==> config.mk <==
export PLATFORM = sky130hd
export DESIGN_NAME = fifo_fair_rw_lock_arbiter
export DESIGN_NICKNAME = d
export VERILOG_FILES = /design/src/hw/rtl/frwl_pkg.sv /design/src/hw/rtl/frwl_front.sv /design/src/hw/rtl/frwl_engine.sv /design/src/hw/rtl/frwl_out_fifo.sv /design/src/hw/rtl/fifo_fair_rw_lock_arbiter.sv
export SDC_FILE = /design/constraint.sdc
export NUM_CORES = 1
export LEC_CHECK = 0
export BUFFER_PORTS_ARGS = -buffer_cell sky130_fd_sc_hd__buf_2
export CAP_MARGIN = 40
export CORE_MARGIN = 1.5
export CORE_UTILIZATION = 56
export CTS_CLUSTER_DIAMETER = 200
export DETAILED_ROUTE_END_ITERATION = 10
export PLACE_DENSITY = 0.76
export SETUP_SLACK_MARGIN = 0.3
export SYNTH_ARGS = -nofsm -noshare
export SYNTH_HDL_FRONTEND = slang
export SYNTH_SLANG_ARGS = --single-unit
export TNS_END_PERCENT = 1
==> constraint.sdc <==
create_clock -name clk -period 2.55 [get_ports clk]
set_input_delay 0.1275 -clock clk [delete_from_list [all_inputs] [get_ports clk]]
set_output_delay 0.1275 -clock clk [all_outputs]
set_load 0.02 [all_outputs]
==> src/hw/rtl/frwl_pkg.sv <==
`default_nettype none
// ----------------------------------------------------------------------------
// frwl_pkg
// Shared types and constants for the fair FIFO reader/writer lock manager.
// ----------------------------------------------------------------------------
package frwl_pkg;

  localparam int QUEUE_DEPTH_DEF = 16;
  localparam int MAX_READERS_DEF = 63;
  localparam int MAX_RESULTS     = 16;
  localparam int ID_W            = 4;
  localparam int CMD_W           = 2;
  localparam int STATUS_W        = 2;
  localparam int CMDQ_DEPTH      = 2;
  localparam int OUTQ_DEPTH      = 4;
  localparam int NRES_W          = $clog2(MAX_RESULTS + 1);

  typedef enum logic [CMD_W-1:0] {
    CMD_LOCK_RD   = 2'd0,
    CMD_LOCK_WR   = 2'd1,
    CMD_UNLOCK_RD = 2'd2,
    CMD_UNLOCK_WR = 2'd3
  } cmd_t;

  typedef enum logic [STATUS_W-1:0] {
    ST_GRANT     = 2'd0,
    ST_NO_HOLDER = 2'd1,
    ST_FULL      = 2'd2
  } status_t;

  typedef enum logic [1:0] {
    S_IDLE,
    S_READ,
    S_EVAL,
    S_FLUSH
  } eng_state_t;

  // classified request handed from front to engine
  typedef struct packed {
    logic            lock;
    logic            write;
    logic [ID_W-1:0] id;
  } req_t;

  typedef struct packed {
    status_t         status;
    logic [ID_W-1:0] id;
    logic            write;
    logic            last;
  } result_t;

endpackage
`default_nettype wire

==> src/hw/rtl/frwl_front.sv <==
`default_nettype none
// ----------------------------------------------------------------------------
// frwl_front
// Accepts lock/unlock commands, classifies them and buffers them for the engine.
// ----------------------------------------------------------------------------
module frwl_front (
  input  wire logic                       clk,
  input  wire logic                       rst,
  input  wire logic                       push,
  output logic                            full,
  input  wire logic [frwl_pkg::CMD_W-1:0] cmd,
  input  wire logic [frwl_pkg::ID_W-1:0]  requester_id,
  output logic                            req_valid,
  output frwl_pkg::req_t                  req,
  input  wire logic                       req_take
);

  localparam int PTR_W = (frwl_pkg::CMDQ_DEPTH > 1) ? $clog2(frwl_pkg::CMDQ_DEPTH) : 1;
  localparam int CNT_W = $clog2(frwl_pkg::CMDQ_DEPTH + 1);

  frwl_pkg::req_t         buf_q [frwl_pkg::CMDQ_DEPTH];
  frwl_pkg::req_t         cls;
  logic [PTR_W-1:0]       wptr, rptr;
  logic [CNT_W-1:0]       count;
  logic                   do_wr, do_rd;

  always_comb begin
    cls.id = requester_id;
    case (frwl_pkg::cmd_t'(cmd))
      frwl_pkg::CMD_LOCK_RD:   begin cls.lock = 1'b1; cls.write = 1'b0; end
      frwl_pkg::CMD_LOCK_WR:   begin cls.lock = 1'b1; cls.write = 1'b1; end
      frwl_pkg::CMD_UNLOCK_RD: begin cls.lock = 1'b0; cls.write = 1'b0; end
      frwl_pkg::CMD_UNLOCK_WR: begin cls.lock = 1'b0; cls.write = 1'b1; end
      default:                 begin cls.lock = 1'b0; cls.write = 1'b0; end
    endcase
  end

  assign full      = (count == CNT_W'(frwl_pkg::CMDQ_DEPTH));
  assign req_valid = (count != '0);
  assign req       = buf_q[rptr];
  assign do_wr     = push && !full;
  assign do_rd     = req_take && req_valid;

  always_ff @(posedge clk) begin
    if (do_wr) begin
      buf_q[wptr] <= cls;
    end
  end

  always_ff @(posedge clk) begin
    if (rst) begin
      wptr  <= '0;
      rptr  <= '0;
      count <= '0;
    end else begin
      if (do_wr) begin
        wptr <= (wptr == PTR_W'(frwl_pkg::CMDQ_DEPTH - 1)) ? '0 : wptr + 1'b1;
      end
      if (do_rd) begin
        rptr <= (rptr == PTR_W'(frwl_pkg::CMDQ_DEPTH - 1)) ? '0 : rptr + 1'b1;
      end
      if (do_wr && !do_rd) begin
        count <= count + 1'b1;
      end else if (do_rd && !do_wr) begin
        count <= count - 1'b1;
      end
    end
  end

endmodule
`default_nettype wire

==> src/hw/rtl/frwl_engine.sv <==
`default_nettype none
// ----------------------------------------------------------------------------
// frwl_engine
// Carries out one request at a time: holds the wait queue and lock state and
// releases compatible heads of the queue, one grant per memory read.
// ----------------------------------------------------------------------------
module frwl_engine #(
  parameter int QUEUE_DEPTH = frwl_pkg::QUEUE_DEPTH_DEF,
  parameter int MAX_READERS = frwl_pkg::MAX_READERS_DEF
) (
  input  wire logic        clk,
  input  wire logic        rst,
  input  wire logic        req_valid,
  input  wire frwl_pkg::req_t req,
  output logic             req_take,
  output logic             res_push,
  output frwl_pkg::result_t res,
  input  wire logic        res_full
);

  localparam int IDX_W   = $clog2(QUEUE_DEPTH);
  localparam int CNT_W   = $clog2(QUEUE_DEPTH + 1);
  localparam int SUM_W   = IDX_W + 1;
  localparam int RD_W    = $clog2(MAX_READERS + 1);
  localparam int ENTRY_W = frwl_pkg::ID_W + 1;

  frwl_pkg::eng_state_t   st, st_next;

  logic [ENTRY_W-1:0]     wq [QUEUE_DEPTH];
  logic [ENTRY_W-1:0]     rd_entry;
  logic                   wq_we, wq_re;
  logic [IDX_W-1:0]       wq_waddr;
  logic [SUM_W-1:0]       slot_sum;

  logic [CNT_W-1:0]       qcount, qcount_next;
  logic [IDX_W-1:0]       qhead, qhead_next;
  logic [RD_W-1:0]        readers, readers_next;
  logic                   writer, writer_next;
  logic                   pend_valid, pend_valid_next;
  frwl_pkg::result_t      pend, pend_next;
  logic [frwl_pkg::NRES_W-1:0] nres, nres_next;

  logic                   q_full, head_ok, drain_done, e_wr;

  assign slot_sum = SUM_W'(qhead) + SUM_W'(qcount);
  assign wq_waddr = (slot_sum >= SUM_W'(QUEUE_DEPTH)) ?
                    IDX_W'(slot_sum - SUM_W'(QUEUE_DEPTH)) : IDX_W'(slot_sum);

  assign q_full     = (qcount == CNT_W'(QUEUE_DEPTH));
  assign drain_done = (qcount == '0) || (nres == frwl_pkg::NRES_W'(frwl_pkg::MAX_RESULTS));
  assign e_wr       = rd_entry[ENTRY_W-1];
  assign head_ok    = !writer && (e_wr ? (readers == '0) : (readers != RD_W'(MAX_READERS)));

  // next state
  always_comb begin
    st_next = st;
    case (st)
      frwl_pkg::S_IDLE:  if (req_valid) st_next = frwl_pkg::S_READ;
      frwl_pkg::S_READ:  st_next = drain_done ? frwl_pkg::S_FLUSH : frwl_pkg::S_EVAL;
      frwl_pkg::S_EVAL: begin
        if (!head_ok) begin
          st_next = frwl_pkg::S_FLUSH;
        end else if (!(pend_valid && res_full)) begin
          st_next = frwl_pkg::S_READ;
        end
      end
      frwl_pkg::S_FLUSH: if (!pend_valid || !res_full) st_next = frwl_pkg::S_IDLE;
      default: st_next = frwl_pkg::S_IDLE;
    endcase
  end

  // outputs and datapath next values
  always_comb begin
    req_take        = 1'b0;
    res_push        = 1'b0;
    res             = pend;
    wq_we           = 1'b0;
    wq_re           = 1'b0;
    qcount_next     = qcount;
    qhead_next      = qhead;
    readers_next    = readers;
    writer_next     = writer;
    pend_valid_next = pend_valid;
    pend_next       = pend;
    nres_next       = nres;
    case (st)
      frwl_pkg::S_IDLE: begin
        if (req_valid) begin
          req_take        = 1'b1;
          pend_valid_next = 1'b0;
          nres_next       = '0;
          pend_next.id    = req.id;
          pend_next.write = req.write;
          pend_next.last  = 1'b0;
          pend_next.status = frwl_pkg::ST_NO_HOLDER;
          if (req.lock) begin
            if (q_full) begin
              pend_next.status = frwl_pkg::ST_FULL;
              pend_valid_next  = 1'b1;
              nres_next        = frwl_pkg::NRES_W'(1);
            end else begin
              wq_we       = 1'b1;
              qcount_next = qcount + 1'b1;
            end
          end else if (!req.write) begin
            if (readers == '0) begin
              pend_valid_next = 1'b1;
              nres_next       = frwl_pkg::NRES_W'(1);
            end else begin
              readers_next = readers - 1'b1;
            end
          end else begin
            if (!writer) begin
              pend_valid_next = 1'b1;
              nres_next       = frwl_pkg::NRES_W'(1);
            end else begin
              writer_next = 1'b0;
            end
          end
        end
      end
      frwl_pkg::S_READ: begin
        wq_re = !drain_done;
      end
      frwl_pkg::S_EVAL: begin
        if (head_ok && !(pend_valid && res_full)) begin
          // older pending result goes out now that a later one exists
          res_push         = pend_valid;
          res.last         = 1'b0;
          pend_valid_next  = 1'b1;
          pend_next.status = frwl_pkg::ST_GRANT;
          pend_next.id     = rd_entry[frwl_pkg::ID_W-1:0];
          pend_next.write  = e_wr;
          pend_next.last   = 1'b0;
          nres_next        = nres + 1'b1;
          qcount_next      = qcount - 1'b1;
          qhead_next       = (qhead == IDX_W'(QUEUE_DEPTH - 1)) ? '0 : qhead + 1'b1;
          if (e_wr) begin
            writer_next = 1'b1;
          end else begin
            readers_next = readers + 1'b1;
          end
        end
      end
      frwl_pkg::S_FLUSH: begin
        if (pend_valid && !res_full) begin
          res_push        = 1'b1;
          res.last        = 1'b1;
          pend_valid_next = 1'b0;
        end
      end
      default: begin
        pend_valid_next = 1'b0;
      end
    endcase
  end

  always_ff @(posedge clk) begin
    if (wq_we) begin
      wq[wq_waddr] <= {req.write, req.id};
    end
    if (wq_re) begin
      rd_entry <= wq[qhead];
    end
  end

  always_ff @(posedge clk) begin
    pend <= pend_next;
    nres <= nres_next;
  end

  always_ff @(posedge clk) begin
    if (rst) begin
      st         <= frwl_pkg::S_IDLE;
      qcount     <= '0;
      qhead      <= '0;
      readers    <= '0;
      writer     <= 1'b0;
      pend_valid <= 1'b0;
    end else begin
      st         <= st_next;
      qcount     <= qcount_next;
      qhead      <= qhead_next;
      readers    <= readers_next;
      writer     <= writer_next;
      pend_valid <= pend_valid_next;
    end
  end

endmodule
`default_nettype wire

==> src/hw/rtl/frwl_out_fifo.sv <==
`default_nettype none
// ----------------------------------------------------------------------------
// frwl_out_fifo
// Result queue between the engine and the consumer.
// ----------------------------------------------------------------------------
module frwl_out_fifo (
  input  wire logic         clk,
  input  wire logic         rst,
  input  wire logic         push,
  input  wire frwl_pkg::result_t din,
  output logic              full,
  input  wire logic         pop,
  output frwl_pkg::result_t dout,
  output logic              empty
);

  localparam int PTR_W = $clog2(frwl_pkg::OUTQ_DEPTH);
  localparam int CNT_W = $clog2(frwl_pkg::OUTQ_DEPTH + 1);

  frwl_pkg::result_t  mem [frwl_pkg::OUTQ_DEPTH];
  logic [PTR_W-1:0]   wptr, rptr;
  logic [CNT_W-1:0]   count;
  logic               do_wr, do_rd;

  assign full  = (count == CNT_W'(frwl_pkg::OUTQ_DEPTH));
  assign empty = (count == '0);
  assign dout  = mem[rptr];
  assign do_wr = push && !full;
  assign do_rd = pop && !empty;

  always_ff @(posedge clk) begin
    if (do_wr) begin
      mem[wptr] <= din;
    end
  end

  always_ff @(posedge clk) begin
    if (rst) begin
      wptr  <= '0;
      rptr  <= '0;
      count <= '0;
    end else begin
      if (do_wr) begin
        wptr <= (wptr == PTR_W'(frwl_pkg::OUTQ_DEPTH - 1)) ? '0 : wptr + 1'b1;
      end
      if (do_rd) begin
        rptr <= (rptr == PTR_W'(frwl_pkg::OUTQ_DEPTH - 1)) ? '0 : rptr + 1'b1;
      end
      if (do_wr && !do_rd) begin
        count <= count + 1'b1;
      end else if (do_rd && !do_wr) begin
        count <= count - 1'b1;
      end
    end
  end

endmodule
`default_nettype wire

==> src/hw/rtl/fifo_fair_rw_lock_arbiter.sv <==
`default_nettype none
// ----------------------------------------------------------------------------
// fifo_fair_rw_lock_arbiter
// Fair FIFO reader/writer lock manager for one shared resource.
// ----------------------------------------------------------------------------
// Commands enter a two-entry command queue and are carried out one at a time
// by the lock engine. An unlock or lock that grants nothing still reads the
// head of a non-empty wait queue; every grant it releases goes through the
// registered read port of the wait-queue memory (address the head, then
// evaluate it). Results land in a four-entry result queue, so the consumer
// may stall without holding up command intake until that queue fills. The
// last result of each command that yields any carries last_of_run.
// No clearing pass is needed after reset.
module fifo_fair_rw_lock_arbiter #(
  parameter int QUEUE_DEPTH = frwl_pkg::QUEUE_DEPTH_DEF,
  parameter int MAX_READERS = frwl_pkg::MAX_READERS_DEF
) (
  input  wire logic                          clk,
  input  wire logic                          rst,
  input  wire logic                          push,
  output logic                               full,
  input  wire logic [frwl_pkg::CMD_W-1:0]    cmd,
  input  wire logic [frwl_pkg::ID_W-1:0]     requester_id,
  output logic                               empty,
  input  wire logic                          pop,
  output logic [frwl_pkg::STATUS_W-1:0]      status,
  output logic [frwl_pkg::ID_W-1:0]          granted_id,
  output logic                               granted_write,
  output logic                               last_of_run
);

  logic              req_valid, req_take;
  frwl_pkg::req_t    req;
  logic              res_push, res_full;
  frwl_pkg::result_t res, res_out;

  frwl_front u_front (
    .clk          (clk),
    .rst          (rst),
    .push         (push),
    .full         (full),
    .cmd          (cmd),
    .requester_id (requester_id),
    .req_valid    (req_valid),
    .req          (req),
    .req_take     (req_take)
  );

  frwl_engine #(
    .QUEUE_DEPTH (QUEUE_DEPTH),
    .MAX_READERS (MAX_READERS)
  ) u_engine (
    .clk       (clk),
    .rst       (rst),
    .req_valid (req_valid),
    .req       (req),
    .req_take  (req_take),
    .res_push  (res_push),
    .res       (res),
    .res_full  (res_full)
  );

  frwl_out_fifo u_out (
    .clk   (clk),
    .rst   (rst),
    .push  (res_push),
    .din   (res),
    .full  (res_full),
    .pop   (pop),
    .dout  (res_out),
    .empty (empty)
  );

  assign status        = res_out.status;
  assign granted_id    = res_out.id;
  assign granted_write = res_out.write;
  assign last_of_run   = res_out.last;

endmodule
`default_nettype wire

==> results of run 1 <==
==> cells in the mapped netlist, drive strengths merged (8+ instances only) <==
cell,instances,share of area (%)
a211oi,10,0.99
a21oi,24,1.6
buf,8,0.54
clkbuf,11,0.54
dfxtp,33,8.7
edfxtp,141,56
ha,20,3.3
inv,14,0.69
mux2,9,1.4
mux2i,14,1.8
mux4,28,8.3
nand2,19,0.94
nor2,66,3.4
o21ai,9,0.64
xnor2,13,1.5
xor2,9,1.0
==> worst max path at each step <==
stage | from | end | slack (ns) | depth (start not counted)
detailed placement | u_engine.readers[3]$_SDFFE_PP0P_ | u_out.count[2]$_SDFFE_PP0P_ | 0.05 | 10
floorplan | u_engine.readers[3]$_SDFFE_PP0P_ | u_out.count[2]$_SDFFE_PP0P_ | 0.12 | 10
CTS | u_engine.readers[1]$_SDFFE_PP0P_ | u_out.count[2]$_SDFFE_PP0P_ | 0.15 | 10
global placement | u_engine.readers[3]$_SDFFE_PP0P_ | u_out.count[2]$_SDFFE_PP0P_ | 0.09 | 10
finish | u_engine.readers[3]$_SDFFE_PP0P_ | u_engine.st[1]$_SDFFE_PP0P_ | 0.09 | 14
global route | u_engine.readers[3]$_SDFFE_PP0P_ | u_out.count[2]$_SDFFE_PP0P_ | 0.02 | 10
==> sequential cells by signal, indices dropped and copies added (netlist names), named ones only <==
signal               count
u_engine.nres            5
u_front.rptr             1
u_out.rptr               2
u_engine.readers         6
u_front.buf_q           12
u_engine.qcount          5
u_out.wptr               2
u_engine.wq             80
u_front.count            2
u_front.wptr             1
u_out.mem               32
u_engine.writer          1
u_out.count              3
u_engine.res             7
u_engine.qhead           4
u_engine.st              2
u_engine.rd_entry        5
u_engine.pend_valid      1
==> layer usage <==
metal	global-route usage, %	share of wire [%]	vias up
li1	-	-	2053
met1	27.95	43	2188
met4	9.821	2.4	0
met3	4.943	4.9	32
met5	0	0	-
met2	35.52	50	135
==> repair_timing <==
| action | in CTS | in global routing |
|---|---|---|
| hold endpoints to repair | 12 | 0 |
| endpoints found under the setup margin | 33 | 103 |
| setup buffers | 13 | 3 |
| resized for setup | 1 | 6 |
| pin swaps | 3 | 5 |
| hold buffers | 6 | 0 |
==> cell type report <==
cell class | instances | area, um^2
clock inverter | 15 | 186.4
tap | 176 | 220.2
sequential | 174 | 4902
inverter | 16 | 60.06
fill | 895 | 4413
clock buffer | 17 | 425.4
timing repair buffer | 63 | 440.4
multi-input combinational | 300 | 2595
==> layout by cell type (no fill, tap or decap), types with 3 or more instances in the layout <==
cell	Yosys	final
and2_1	4	4
nor2_1	65	64
nand3_1	6	6
mux2i_1	14	14
xor2_1	9	9
a211oi_1	10	10
clkinv_4	0	3
bufinv_16	0	3
clkinvlp_4	0	3
edfxtp_1	141	141
mux2_2	5	5
a31oi_1	3	3
mux4_2	28	28
clkbuf_16	0	17
nor2b_1	7	7
o21ai_0	8	7
inv_1	14	14
xnor2_1	13	13
nor3_1	6	6
nand2_1	19	17
dlygate4sd3_1	0	6
a21oi_1	23	22
a21o_1	7	7
nand2b_1	5	5
and3_1	4	4
dfxtp_1	33	31
ha_1	20	19
inv_6	0	3
o21a_1	5	5
buf_2	3	19
fa_1	4	3
buf_4	0	38
==> worst register-to-register path: cells and delay by family (launching register included) <==
kind                   cells  cell delay [ns]
buffers and inverters      9             1.13
AND/OR/NAND/NOR            3             0.54
flip-flops                 1             0.36
AO/OA/AOI/OAI              2             0.29
==> report_power, final <==
| part | switching (mW) | internal, mW | total [mW] |
|---|---|---|---|
| Sequential | 0.318 | 3.71 | 4.03 |
| Clock | 1.10 | 1.56 | 2.66 |
| Combinational | 1.52 | 1.36 | 2.88 |
| Total | 2.94 | 6.62 | 9.56 |
==> cells by family after synthesis <==
group | after synthesis
and+or+nand+nor | 133
muxes | 51
adders and majority gates | 24
buffers and inverters | 35
AOI/OAI and AO/OA | 70
DFF | 174
xor gates and xnor gates | 22
==> metrics by stage <==
step           instance area (um^2)  total power, mW  hold WS, ns
6_report                       8830            9.565      0.08887
5_1_grt                        8830            10.04       0.1189
4_1_cts                        8793            9.520      0.07151
3_5_place_dp                   8021            6.652       0.3215
3_3_place_gp                   8021            6.517       0.3155
2_1_floorplan                  7626            5.934       0.2264
==> report_table.html, run 1 <==
<table>
<tr><th>Metric</th><th>Value</th></tr>
<tr><th colspan="2">Outcome</th></tr>
<tr><td>Status</td><td>completed</td></tr>
<tr><th colspan="2">Logic synthesis</th></tr>
<tr><td>Asr flop ratio synth</td><td>0%</td></tr>
<tr><td>Fraction of synthesized cell area in xor and xnor cells</td><td>under 10%</td></tr>
<tr><td>Number of enable-type register cells in the synthesized netlist</td><td>141</td></tr>
<tr><td>Part of the Yosys area used for sequential elements</td><td>64.33%</td></tr>
<tr><td>Average cell area after synthesis</td><td>14.95 um^2</td></tr>
<tr><td>Cells after synthesis</td><td>about 500</td></tr>
<tr><td>Simple-gate area share of the yosys netlist</td><td>under 10%</td></tr>
<tr><td>Library cells used by synthesis</td><td>56</td></tr>
<tr><td>Main combinational cell family by area after synthesis</td><td>multiplexers</td></tr>
<tr><td>Compound-cell area share of the yosys netlist</td><td>around 6.7%</td></tr>
<tr><td>Adder-Cell Fraction of Synth Area</td><td>around 4.3%</td></tr>
<tr><td>Main flop type after synthesis</td><td>edfxtp_1</td></tr>
<tr><td>Synthesized netlist net count</td><td>between 500 and 600</td></tr>
<tr><td>Flops &amp; latches, synth</td><td>about 170</td></tr>
<tr><td>Multiplexer area fraction after synthesis</td><td>~12%</td></tr>
<tr><td>Total standard cell area after synthesis</td><td>7609 um^2</td></tr>
<tr><td>Count of synthesis-stage warnings from yosys</td><td>0</td></tr>
<tr><th colspan="2">Setup path</th></tr>
<tr><td>Critical Path Fanout Max</td><td>4</td></tr>
<tr><td>Kind of start point of the critical path</td><td>register</td></tr>
<tr><td>Gate family responsible for the most delay along the worst path</td><td>buffers and inverters</td></tr>
<tr><td>Number of cell instances on the worst register-to-register path</td><td>14</td></tr>
<tr><td>R2r setup slk</td><td>0.09 ns</td></tr>
<tr><td>Worst Setup Path Type</td><td>register to register</td></tr>
<tr><td>Type of destination of the critical path</td><td>register</td></tr>
<tr><td>Crit path cell chain</td><td>nor4_4 -&gt; nand4b_1 -&gt; buf_4 -&gt; buf_4 -&gt; buf_4 -&gt; buf_4 -&gt; buf_4 -&gt; buf_4 -&gt; buf_4 -&gt; buf_4 -&gt; buf_4 -&gt; a31o_2 -&gt; nand2_2 -&gt; a21oi_2</td></tr>
<tr><td>Slowest cell on crit path</td><td>dfxtp_4</td></tr>
<tr><td>Worst EP required</td><td>between 2 and 3 ns</td></tr>
<tr><td>Cell occurring most often along the worst timing path</td><td>buf_4</td></tr>
<tr><td>Peak per-stage delay on the critical path</td><td>approximately 0.36 ns</td></tr>
<tr><td>Data arrival time of the critical path</td><td>around 2.8 ns</td></tr>
<tr><td>Buf+Inv Stages, Crit Path</td><td>9</td></tr>
<tr><td>FF-to-FF End</td><td>u_engine.st[1]$_SDFFE_PP0P_</td></tr>
<tr><td>Startpoint of the worst-slack reg-to-reg timing path</td><td>u_engine.readers[3]$_SDFFE_PP0P_</td></tr>
<tr><th colspan="2">Clock network</th></tr>
<tr><td>TritonCTS Buffers</td><td>17</td></tr>
<tr><td>Number of H-tree levels</td><td>4</td></tr>
<tr><td>Insertion delay to the later sink of the worst-skew pair</td><td>0.43 ns</td></tr>
<tr><td>Clock tree from TritonCTS</td><td>built</td></tr>
<tr><td>Clock input transition at the sequential cells of the worst setup and hold paths</td><td>0.07 ns</td></tr>
<tr><td>Total clock sinks</td><td>~170</td></tr>
<tr><td>Root Buffer Master</td><td>clkbuf_16</td></tr>
<tr><td>Maximum clock path buffer count</td><td>2</td></tr>
<tr><th colspan="2">Drt</th></tr>
<tr><td>Average detailed-routed wire length per instance</td><td>about 19 um</td></tr>
<tr><td>Detailed Routing Iterations Pass 1</td><td>5</td></tr>
<tr><td>Count of nets left with antenna violations after detail routing</td><td>0</td></tr>
<tr><td>Initial detailed-routing violation count</td><td>between 300 and 400</td></tr>
<tr><td>Routed Wire Length</td><td>around 14000 um</td></tr>
<tr><td>Residual DRC</td><td>0</td></tr>
<tr><td>Average via count per standard cell</td><td>5.792</td></tr>
<tr><td>Via count of the routed design</td><td>roughly 4400</td></tr>
<tr><th colspan="2">STA</th></tr>
<tr><td>Headroom to the max-slew limit</td><td>between 50% and 60%</td></tr>
<tr><td>Max frequency</td><td>between 400 and 500 MHz</td></tr>
<tr><td>Setup Skew</td><td>just under 0.007 ns</td></tr>
<tr><td>Fin. max-slew vios</td><td>0</td></tr>
<tr><td>Clock period minus final worst setup slack</td><td>around 2.5 ns</td></tr>
<tr><td>Slew at the pin closest to its max-slew limit</td><td>around 0.74 ns</td></tr>
<tr><td>Setup slack of the critical path after layout</td><td>0.08689 ns</td></tr>
<tr><td>Final Hold Vio Count</td><td>0</td></tr>
<tr><td>Final period utilization</td><td>96.59%</td></tr>
<tr><td>Unrepaired setup endpoints after global routing</td><td>yes</td></tr>
<tr><td>Setup TNS Final</td><td>0 ns</td></tr>
<tr><td>Setup-violating endpoint count in the final report</td><td>0</td></tr>
<tr><th colspan="2">Hold path</th></tr>
<tr><td>WHS Path Cells</td><td>4</td></tr>
<tr><td>Endpoint of the worst hold path</td><td>u_front.wptr$_SDFFE_PP0P_</td></tr>
<tr><td>Min-Delay Startpoint</td><td>push</td></tr>
<tr><td>Class of the tightest hold or removal check</td><td>input pin to register</td></tr>
<tr><th colspan="2">Placed design</th></tr>
<tr><td>GP Congestion</td><td>roughly 0.76</td></tr>
<tr><td>Cells after DPL</td><td>707</td></tr>
<tr><td>Total half-perimeter wirelength after legalization and detailed placement</td><td>between 9000 and 10000 um</td></tr>
<tr><td>Buffers on Ports</td><td>19</td></tr>
<tr><td>Post-place setup slack</td><td>0.05428 ns</td></tr>
<tr><th colspan="2">Floorplanning</th></tr>
<tr><td>Top-level I/O count</td><td>20</td></tr>
<tr><td>Horizontal die dimension</td><td>119.6 um</td></tr>
<tr><td>Number of rows in the core area</td><td>between 40 and 50</td></tr>
<tr><td>Vert. Die Dim</td><td>around 120 um</td></tr>
<tr><td>Overall die area</td><td>approximately 14000 um^2</td></tr>
<tr><td>Core area</td><td>13240 um^2</td></tr>
<tr><td>Initial core utilization</td><td>between 50% and 60%</td></tr>
<tr><th colspan="2">Layout</th></tr>
<tr><td>Post-route core utilization</td><td>66.68%</td></tr>
<tr><td>Area growth from synthesis to layout</td><td>16.05%</td></tr>
<tr><td>Number of standard cells in the final layout excluding fillers</td><td>761</td></tr>
<tr><td>Nets</td><td>just over 600</td></tr>
<tr><td>Share of cells above drive strength 1</td><td>24.62%</td></tr>
<tr><td>Inserted Diodes</td><td>0</td></tr>
<tr><th colspan="2">Global route</th></tr>
<tr><td>Number of antenna violations at the first check in global routing</td><td>0</td></tr>
<tr><td>GRT overflow</td><td>0</td></tr>
<tr><td>Global-route wire length before repair</td><td>between 20000 and 25000 um</td></tr>
<tr><td>Total routing resource utilization after global routing</td><td>a little over a fifth</td></tr>
<tr><td>Number of global-route vias before repair</td><td>about 4500</td></tr>
<tr><td>Pin count of the biggest net entering global routing</td><td>36</td></tr>
<tr><th colspan="2">Power and ir drop</th></tr>
<tr><td>PwrDens</td><td>around 1100 nW/um^2</td></tr>
<tr><td>Max rail drop VDD</td><td>between 700 and 800 uV</td></tr>
<tr><td>Leak</td><td>~3.1 nW</td></tr>
<tr><th colspan="2">Job</th></tr>
<tr><td>Maximum Capacitance Violations</td><td>0</td></tr>
</table>
Power figures use the tool's default switching activity.
==> inputs of run 2 (changes only) <==
--- a/config.mk
+++ b/config.mk
@@ -12,6 +12,7 @@
 export CTS_CLUSTER_DIAMETER = 200
 export DETAILED_ROUTE_END_ITERATION = 10
 export PLACE_DENSITY = 0.76
+export RECOVER_POWER = 50
 export SETUP_SLACK_MARGIN = 0.3
 export SYNTH_ARGS = -nofsm -noshare
 export SYNTH_HDL_FRONTEND = slang
==> run 2 against run 1 <==
Net effect:
- global-route usage unchanged
- worst setup slack better by 0.0018 ns
- utilization is 0.19 points lower
- sequential power hardly changed
- count of clock-buffer cells in the layout stayed put
- clock skew increased by 0.0028 ns
- die area unchanged
- cell count stayed put
- combinational power shrank 1%
- sequential share of layout area grew 0.16 points
- flip-flop and latch count unchanged
- critical path type unchanged
- highest routed layer unchanged
==> report_table.html, run 2 (synthesis results as in run 1) <==
<table>
<tr><th>Metric</th><th>Value</th></tr>
<tr><th colspan="2">Setup path</th></tr>
<tr><td>Count of cell instances traversed by the critical path</td><td>14 (unchanged)</td></tr>
<tr><td>Gate family responsible for the most delay along the worst path</td><td>buffers and inverters</td></tr>
<tr><td>Kind of start point of the critical path</td><td>register</td></tr>
<tr><td>FF-to-FF End</td><td>u_engine.st[1]$_SDFFE_PP0P_</td></tr>
<tr><td>CP Capture Point</td><td>u_engine.st[1]$_SDFFE_PP0P_</td></tr>
<tr><td>Peak per-stage delay on the critical path</td><td>0.36 ns (about the same)</td></tr>
<tr><td>Data arrival time of the critical path</td><td>2.75 ns (about the same)</td></tr>
<tr><td>Number of cell instances on the worst register-to-register path</td><td>14 (unchanged)</td></tr>
<tr><td>Startpoint of the worst-slack reg-to-reg timing path</td><td>u_engine.readers[3]$_SDFFE_PP0P_</td></tr>
<tr><td>Crit path cell chain</td><td>nor4_4 -&gt; nand4b_1 -&gt; buf_4 -&gt; buf_4 -&gt; buf_4 -&gt; buf_4 -&gt; buf_4 -&gt; buf_4 -&gt; buf_4 -&gt; buf_4 -&gt; buf_4 -&gt; a31o_2 -&gt; nand2_2 -&gt; a21oi_2</td></tr>
<tr><td>R2r setup slk</td><td>0.09 ns (about the same)</td></tr>
<tr><td>Timing startpoint of the critical path</td><td>u_engine.readers[3]$_SDFFE_PP0P_</td></tr>
<tr><td>Worst Setup Path Type</td><td>register to register</td></tr>
<tr><td>Slowest cell on crit path</td><td>dfxtp_4</td></tr>
<tr><td>Type of destination of the critical path</td><td>register</td></tr>
<tr><td>Critical Path Fanout Max</td><td>4 (unchanged)</td></tr>
<tr><td>Worst EP required</td><td>2.84 ns (about the same)</td></tr>
<tr><td>Buf+Inv Stages, Crit Path</td><td>9 (unchanged)</td></tr>
<tr><td>Cell occurring most often along the worst timing path</td><td>buf_4</td></tr>
<tr><th colspan="2">Placed design</th></tr>
<tr><td>Post-place setup slack</td><td>0.05428 ns (unchanged)</td></tr>
<tr><td>Total half-perimeter wirelength after legalization and detailed placement</td><td>9338 um (unchanged)</td></tr>
<tr><td>GP Congestion</td><td>0.7573 (unchanged)</td></tr>
<tr><td>Buffers on Ports</td><td>19 (unchanged)</td></tr>
<tr><th colspan="2">Layout</th></tr>
<tr><td>Registers with the most flip-flops</td><td>u_engine.wq: 80 flops, u_out.mem: 32 flops, u_front.buf_q: 12 flops</td></tr>
<tr><td>Fillers</td><td>905 (+1.1%)</td></tr>
<tr><td>Inserted Diodes</td><td>0 (unchanged)</td></tr>
<tr><td>Most frequent standard cell in the layout excluding fill and tap cells</td><td>edfxtp_1</td></tr>
<tr><td>Flip-flop count of the largest register after layout</td><td>80 (unchanged)</td></tr>
<tr><td>Share of cells above drive strength 1</td><td>22.05% (-2.6 points)</td></tr>
<tr><td>Area growth from synthesis to layout</td><td>15.72%</td></tr>
<tr><td>Largest register by flop count</td><td>u_engine.wq</td></tr>
<tr><td>Most frequent cells in the layout</td><td>141 x edfxtp_1, 65 x nor2_1, 37 x buf_4</td></tr>
<tr><td>Nets</td><td>606 (unchanged)</td></tr>
<tr><th colspan="2">Power and ir drop</th></tr>
<tr><td>Leak</td><td>3.063 nW (-0.71%)</td></tr>
<tr><td>Post-route total power</td><td>9.518 mW (-0.49%)</td></tr>
<tr><td>PwrDens</td><td>1081 nW/um^2 (-0.20%)</td></tr>
<tr><td>Max rail drop VDD</td><td>735.5 uV (-1.6%)</td></tr>
<tr><th colspan="2">STA</th></tr>
<tr><td>Slew at the pin closest to its max-slew limit</td><td>0.7091 ns (-0.02594 ns)</td></tr>
<tr><td>Unrepaired setup endpoints after global routing</td><td>yes</td></tr>
<tr><td>Setup slack of the critical path after layout</td><td>0.08873 ns (+0.001835 ns)</td></tr>
<tr><td>Fin. max-slew vios</td><td>0 (unchanged)</td></tr>
<tr><td>Headroom to the max-slew limit</td><td>52.73% (+1.7 points)</td></tr>
<tr><td>Setup-violating endpoint count in the final report</td><td>0 (unchanged)</td></tr>
<tr><td>Final Hold Vio Count</td><td>0 (unchanged)</td></tr>
<tr><td>Setup TNS Final</td><td>0 ns (unchanged)</td></tr>
<tr><td>Setup Skew</td><td>0.009650 ns (+0.002779 ns)</td></tr>
<tr><td>Clock period minus final worst setup slack</td><td>2.461 ns (-0.001835 ns)</td></tr>
<tr><td>Final period utilization</td><td>96.52% (about the same)</td></tr>
<tr><td>Max frequency</td><td>406.3 MHz (about the same)</td></tr>
<tr><th colspan="2">Floorplanning</th></tr>
<tr><td>Core area</td><td>13240 um^2 (unchanged)</td></tr>
<tr><td>Vert. Die Dim</td><td>119.6 um (unchanged)</td></tr>
<tr><td>Number of rows in the core area</td><td>42 (unchanged)</td></tr>
<tr><td>Overall die area</td><td>14290 um^2 (unchanged)</td></tr>
<tr><td>Top-level I/O count</td><td>20 (unchanged)</td></tr>
<tr><td>Horizontal die dimension</td><td>119.6 um (unchanged)</td></tr>
<tr><td>Initial core utilization</td><td>57.45% (unchanged)</td></tr>
<tr><th colspan="2">Drt</th></tr>
<tr><td>Residual DRC</td><td>0 (unchanged)</td></tr>
<tr><td>Via count of the routed design</td><td>4365 (-0.98%)</td></tr>
<tr><td>Average detailed-routed wire length per instance</td><td>18.68 um (-0.16%)</td></tr>
<tr><td>Average via count per standard cell</td><td>5.736 (-0.98%)</td></tr>
<tr><td>Routed Wire Length</td><td>14210 um (-0.16%)</td></tr>
<tr><td>Detailed Routing Iterations Pass 1</td><td>4 (-1)</td></tr>
<tr><td>Initial detailed-routing violation count</td><td>385 (+7.8%)</td></tr>
<tr><td>Count of nets left with antenna violations after detail routing</td><td>0 (unchanged)</td></tr>
<tr><th colspan="2">Hold path</th></tr>
<tr><td>Class of the tightest hold or removal check</td><td>input pin to register</td></tr>
<tr><th colspan="2">Clock network</th></tr>
<tr><td>Clock tree from TritonCTS</td><td>built</td></tr>
<tr><td>TritonCTS Buffers</td><td>17 (unchanged)</td></tr>
<tr><td>Root Buffer Master</td><td>clkbuf_16</td></tr>
<tr><td>Total clock sinks</td><td>174 (unchanged)</td></tr>
<tr><td>Number of H-tree levels</td><td>4 (unchanged)</td></tr>
<tr><td>Maximum clock path buffer count</td><td>2 (unchanged)</td></tr>
<tr><td>Insertion delay to the later sink of the worst-skew pair</td><td>0.43 ns (about the same)</td></tr>
<tr><td>Clock input transition at the sequential cells of the worst setup and hold paths</td><td>0.07 ns (about the same)</td></tr>
<tr><th colspan="2">Job</th></tr>
<tr><td>Maximum Capacitance Violations</td><td>0 (unchanged)</td></tr>
<tr><th colspan="2">Global route</th></tr>
<tr><td>Number of global-route vias before repair</td><td>4534 (unchanged)</td></tr>
<tr><td>GRT overflow</td><td>0 (unchanged)</td></tr>
<tr><td>Global-route wire length before repair</td><td>23270 um (unchanged)</td></tr>
<tr><td>Total routing resource utilization after global routing</td><td>21.71% (unchanged)</td></tr>
<tr><td>Pin count of the biggest net entering global routing</td><td>36 (unchanged)</td></tr>
<tr><td>Number of antenna violations at the first check in global routing</td><td>0 (unchanged)</td></tr>
<tr><th colspan="2">Outcome</th></tr>
<tr><td>Status</td><td>completed</td></tr>
</table>
## run 2: what timing repair did
item                                   CTS  global route
pin swaps                                3             5
resized for setup                        1             6
endpoints found under the hold margin   12             0
setup buffers                           13             3
setup endpoints to repair               33           103
hold buffers                             6             0
## run 2: layout make-up
type	count	area, um^2	share of cell area (%)
Tap cell	176	220.2	2.501
Multi-Input combinational cell	300	2581	29.32
Sequential cell	174	4902	55.68
Timing Repair Buffer	63	429.2	4.874
Clock inverter	15	186.4	2.117
Inverter	16	60.06	0.6821
Clock buffer	17	425.4	4.832
## run 2: metrics by stage
step | util [%] | hold slack [ns] | cells | area, um^2
after floorplan | - | 0.2264 | 509 | 7626
after global placement | 60.57 | 0.3155 | 707 | 8021
after detailed placement | 60.57 | 0.3215 | 707 | 8021
after CTS | 66.40 | 0.07151 | 758 | 8793
after global routing | 66.49 | 0.1189 | 761 | 8805
final | 66.49 | 0.09348 | 761 | 8805
## run 2: worst min-delay path: stages
cell and delay, ns:
buf_2 0.09, nand2_1 0.08, xor2_1 0.13, nor2_1 0.05
## run 2: per-layer routing
metal,routed length [um],vias to the layer above,GRT usage [%]
met5,0,-,0
met4,272,0,9.821
met3,691,25,4.943
met2,7184,122,35.52
met1,6065,2170,27.95
li1,-,2048,-
## run 2: worst min path at each step
stage	from	end	cells after the start	slack [ns]
6_report	push	u_front.wptr$_SDFFE_PP0P_	4	0.09
5_1_grt	push	u_front.wptr$_SDFFE_PP0P_	4	0.12
4_1_cts	push	u_front.wptr$_SDFFE_PP0P_	4	0.07
3_5_place_dp	requester_id[1]	u_front.buf_q[1][1]$_DFFE_PP_	1	0.32
3_3_place_gp	requester_id[3]	u_front.buf_q[1][3]$_DFFE_PP_	1	0.32
2_1_floorplan	requester_id[0]	u_front.buf_q[0][0]$_DFFE_PP_	0	0.23
## run 2: report_power, final
part / internal [mW] / leakage [nW] / total, mW / switching, mW
Sequential: 3.71 / 1.55 / 4.03 / 0.315
Clock: 1.56 / 0.292 / 2.65 / 1.10
Combinational: 1.32 / 1.22 / 2.84 / 1.51
==> inputs of run 3 (changes only) <==
==> constraint.sdc (replaced) <==
create_clock -name clk -period 2.55 [get_ports clk]
set_input_delay 0.51 -clock clk [delete_from_list [all_inputs] [get_ports clk]]
set_output_delay 0.51 -clock clk [all_outputs]
set_load 0.02 [all_outputs]
==> run 3 against run 2 <==
Net effect:
- wire length decreased by 0.33%
- worst setup slack got worse by 0.0071 ns
- critical path depth unchanged
- die area unchanged
- global-route usage decreased by 0.18 points
- clock power about the same
- register-to-register slack about the same
- combinational power about the same
- largest cell class unchanged
- largest power group unchanged
==> report_table.html, run 3 (synthesis results as in run 1) <==
<table>
<tr><th>Metric</th><th>Value</th></tr>
<tr><th colspan="2">Global route</th></tr>
<tr><td>Number of global-route vias before repair</td><td>4494 (-0.88%)</td></tr>
<tr><td>GRT overflow</td><td>0 (unchanged)</td></tr>
<tr><td>Pin count of the biggest net entering global routing</td><td>36 (unchanged)</td></tr>
<tr><td>Global-route wire length before repair</td><td>23090 um (-0.77%)</td></tr>
<tr><td>Total routing resource utilization after global routing</td><td>21.54% (-0.18 points)</td></tr>
<tr><td>Number of antenna violations at the first check in global routing</td><td>0 (unchanged)</td></tr>
<tr><th colspan="2">Layout</th></tr>
<tr><td>Most frequent cells in the layout</td><td>141 x edfxtp_1, 65 x nor2_1, 37 x buf_4</td></tr>
<tr><td>Nets</td><td>600 (-0.99%)</td></tr>
<tr><td>Reg area</td><td>4902 um^2 (unchanged)</td></tr>
<tr><td>Largest register by flop count</td><td>u_engine.wq</td></tr>
<tr><td>Registers with the most flip-flops</td><td>u_engine.wq: 80 flops, u_out.mem: 32 flops, u_front.buf_q: 12 flops</td></tr>
<tr><td>Area occupied by multi-input gates</td><td>2581 um^2 (unchanged)</td></tr>
<tr><td>Final standard cell area without fillers</td><td>8750 um^2 (-0.63%)</td></tr>
<tr><td>Fillers</td><td>912 (+0.77%)</td></tr>
<tr><td>Flip-flop count of the largest register after layout</td><td>80 (unchanged)</td></tr>
<tr><td>Most frequent standard cell in the layout excluding fill and tap cells</td><td>edfxtp_1</td></tr>
<tr><td>Area growth from synthesis to layout</td><td>15.00%</td></tr>
<tr><td>Inserted Diodes</td><td>0 (unchanged)</td></tr>
<tr><td>Share of cells above drive strength 1</td><td>22.97% (+0.92 points)</td></tr>
<tr><th colspan="2">Setup path</th></tr>
<tr><td>Critical Path Fanout Max</td><td>4 (unchanged)</td></tr>
<tr><td>Cell occurring most often along the worst timing path</td><td>buf_4</td></tr>
<tr><td>Worst EP required</td><td>2.84 ns (about the same)</td></tr>
<tr><td>Gate family responsible for the most delay along the worst path</td><td>buffers and inverters</td></tr>
<tr><td>Kind of start point of the critical path</td><td>register</td></tr>
<tr><td>Crit path cell chain</td><td>nor4_4 -&gt; nand4b_1 -&gt; buf_4 -&gt; buf_4 -&gt; buf_4 -&gt; buf_4 -&gt; buf_4 -&gt; buf_4 -&gt; buf_4 -&gt; buf_4 -&gt; buf_4 -&gt; a31o_2 -&gt; nand2_2 -&gt; a21oi_2</td></tr>
<tr><td>Buf+Inv Stages, Crit Path</td><td>9 (unchanged)</td></tr>
<tr><td>Peak per-stage delay on the critical path</td><td>0.36 ns (about the same)</td></tr>
<tr><td>Type of destination of the critical path</td><td>register</td></tr>
<tr><td>Worst Setup Path Type</td><td>register to register</td></tr>
<tr><td>Slowest cell on crit path</td><td>dfxtp_4</td></tr>
<tr><td>Data arrival time of the critical path</td><td>2.76 ns (about the same)</td></tr>
<tr><th colspan="2">STA</th></tr>
<tr><td>Headroom to the max-slew limit</td><td>51.66% (-1.1 points)</td></tr>
<tr><td>Setup-violating endpoint count in the final report</td><td>0 (unchanged)</td></tr>
<tr><td>Hold Slack</td><td>0.2668 ns (+0.1733 ns)</td></tr>
<tr><td>Slew at the pin closest to its max-slew limit</td><td>0.7251 ns (+0.01593 ns)</td></tr>
<tr><td>Max frequency</td><td>405.1 MHz (-0.29%)</td></tr>
<tr><td>Final period utilization</td><td>96.80% (+0.28 points)</td></tr>
<tr><td>Unrepaired setup endpoints after global routing</td><td>yes</td></tr>
<tr><td>Clock period minus final worst setup slack</td><td>2.468 ns (+0.007064 ns)</td></tr>
<tr><td>Setup TNS Final</td><td>0 ns (unchanged)</td></tr>
<tr><td>Setup Skew</td><td>0.006465 ns (-0.003186 ns)</td></tr>
<tr><td>Final Hold Vio Count</td><td>0 (unchanged)</td></tr>
<tr><td>Fin. max-slew vios</td><td>0 (unchanged)</td></tr>
<tr><th colspan="2">Placed design</th></tr>
<tr><td>Area post-placement</td><td>8021 um^2 (unchanged)</td></tr>
<tr><td>Buffers on Ports</td><td>19 (unchanged)</td></tr>
<tr><td>Total half-perimeter wirelength after legalization and detailed placement</td><td>9338 um (unchanged)</td></tr>
<tr><td>GP Congestion</td><td>0.7573 (unchanged)</td></tr>
<tr><th colspan="2">Drt</th></tr>
<tr><td>Detailed Routing Iterations Pass 1</td><td>5 (+1)</td></tr>
<tr><td>Routed Wire Length</td><td>14170 um (-0.33%)</td></tr>
<tr><td>Via count of the routed design</td><td>4387 (+0.50%)</td></tr>
<tr><td>Average via count per standard cell</td><td>5.811 (+1.3%)</td></tr>
<tr><td>Residual DRC</td><td>0 (unchanged)</td></tr>
<tr><td>Initial detailed-routing violation count</td><td>396 (+2.9%)</td></tr>
<tr><td>Count of nets left with antenna violations after detail routing</td><td>0 (unchanged)</td></tr>
<tr><td>Average detailed-routed wire length per instance</td><td>18.76 um (+0.46%)</td></tr>
<tr><th colspan="2">Floorplanning</th></tr>
<tr><td>Top-level I/O count</td><td>20 (unchanged)</td></tr>
<tr><td>Horizontal die dimension</td><td>119.6 um (unchanged)</td></tr>
<tr><td>Initial core utilization</td><td>57.45% (unchanged)</td></tr>
<tr><td>Vert. Die Dim</td><td>119.6 um (unchanged)</td></tr>
<tr><td>Core area</td><td>13240 um^2 (unchanged)</td></tr>
<tr><td>Number of rows in the core area</td><td>42 (unchanged)</td></tr>
<tr><td>Overall die area</td><td>14290 um^2 (unchanged)</td></tr>
<tr><th colspan="2">Power and ir drop</th></tr>
<tr><td>Max rail drop VDD</td><td>729.1 uV (-0.87%)</td></tr>
<tr><td>PwrDens</td><td>1088 nW/um^2 (+0.65%)</td></tr>
<tr><td>Leak</td><td>3.049 nW (-0.48%)</td></tr>
<tr><th colspan="2">Outcome</th></tr>
<tr><td>Status</td><td>completed</td></tr>
<tr><th colspan="2">Clock network</th></tr>
<tr><td>Total clock sinks</td><td>174 (unchanged)</td></tr>
<tr><td>Root Buffer Master</td><td>clkbuf_16</td></tr>
<tr><td>Maximum clock path buffer count</td><td>2 (unchanged)</td></tr>
<tr><td>Number of H-tree levels</td><td>4 (unchanged)</td></tr>
<tr><td>Clock input transition at the sequential cells of the worst setup and hold paths</td><td>0.07 ns (about the same)</td></tr>
<tr><td>TritonCTS Buffers</td><td>17 (unchanged)</td></tr>
<tr><td>Insertion delay to the later sink of the worst-skew pair</td><td>0.43 ns (about the same)</td></tr>
<tr><td>Clock tree from TritonCTS</td><td>built</td></tr>
<tr><th colspan="2">Job</th></tr>
<tr><td>Maximum Capacitance Violations</td><td>0 (unchanged)</td></tr>
<tr><th colspan="2">Hold path</th></tr>
<tr><td>Class of the tightest hold or removal check</td><td>input pin to register</td></tr>
</table>
run 3: metrics by stage:
step / setup WS, ns / instances / power [mW] / utilization (%)
2_1_floorplan: 0.1207 / 509 / 5.934 / -
3_3_place_gp: 0.09250 / 707 / 6.517 / 60.57
3_5_place_dp: 0.05428 / 707 / 6.652 / 60.57
4_1_cts: 0.1544 / 752 / 9.513 / 65.95
5_1_grt: 0.02144 / 755 / 9.988 / 66.07
6_report: 0.08166 / 755 / 9.520 / 66.07
run 3: final cells by class:
class	count	area share, %
Sequential cell	174	56.03
Tap cell	176	2.517
Multi-Input combinational cell	300	29.50
Inverter	16	0.6864
Timing Repair Buffer	57	4.276
Clock buffer	17	4.862
Clock inverter	15	2.131
run 3: power breakdown:
part	internal, mW	switching [mW]
Clock	1.55	1.10
Sequential	3.71	0.314
Combinational	1.32	1.52
run 3: what timing repair did:
| action | CTS | global route |
|---|---|---|
| gates cloned | 0 | 0 |
| gates resized for setup | 1 | 6 |
| pin swaps | 3 | 5 |
| hold buffers | 0 | 0 |
| setup buffers | 13 | 3 |
| setup endpoints to repair | 41 | 111 |
run 3: path summary, 6_finish.rpt:
path	start	to	slack, ns	cells past startpoint
max	u_engine.readers[3]$_SDFFE_PP0P_	u_engine.st[1]$_SDFFE_PP0P_	0.08	14
min	requester_id[1]	u_front.buf_q[0][1]$_DFFE_PP_	0.27	1
min reg2reg	u_engine.res[6]$_SDFFCE_PP0P_	u_out.mem[1][6]$_DFFE_PP_	0.51	0
max reg2reg	u_engine.readers[3]$_SDFFE_PP0P_	u_engine.st[1]$_SDFFE_PP0P_	0.08	14
run 3: metal layers:
layer / GRT usage, % / vias to the layer above / share of wire, % / wire length, um
met1: 27.89 / 2183 / 43 / 6153
li1: - / 2038 / - / -
met2: 34.99 / 136 / 50 / 7029
met3: 4.943 / 30 / 4.6 / 648
met5: 0 / - / 0 / 0
met4: 9.821 / 0 / 2.4 / 334
run 3: worst register-to-register path, cell delays in order (launching register included):
cell      delay (ns)
dfxtp_4         0.36
nor4_4          0.29
nand4b_1        0.17
buf_4           0.17
buf_4           0.12
buf_4           0.12
buf_4           0.12
buf_4           0.12
buf_4           0.12
buf_4           0.12
buf_4           0.12
buf_4           0.12
a31o_2          0.24
nand2_2         0.08
a21oi_2         0.05
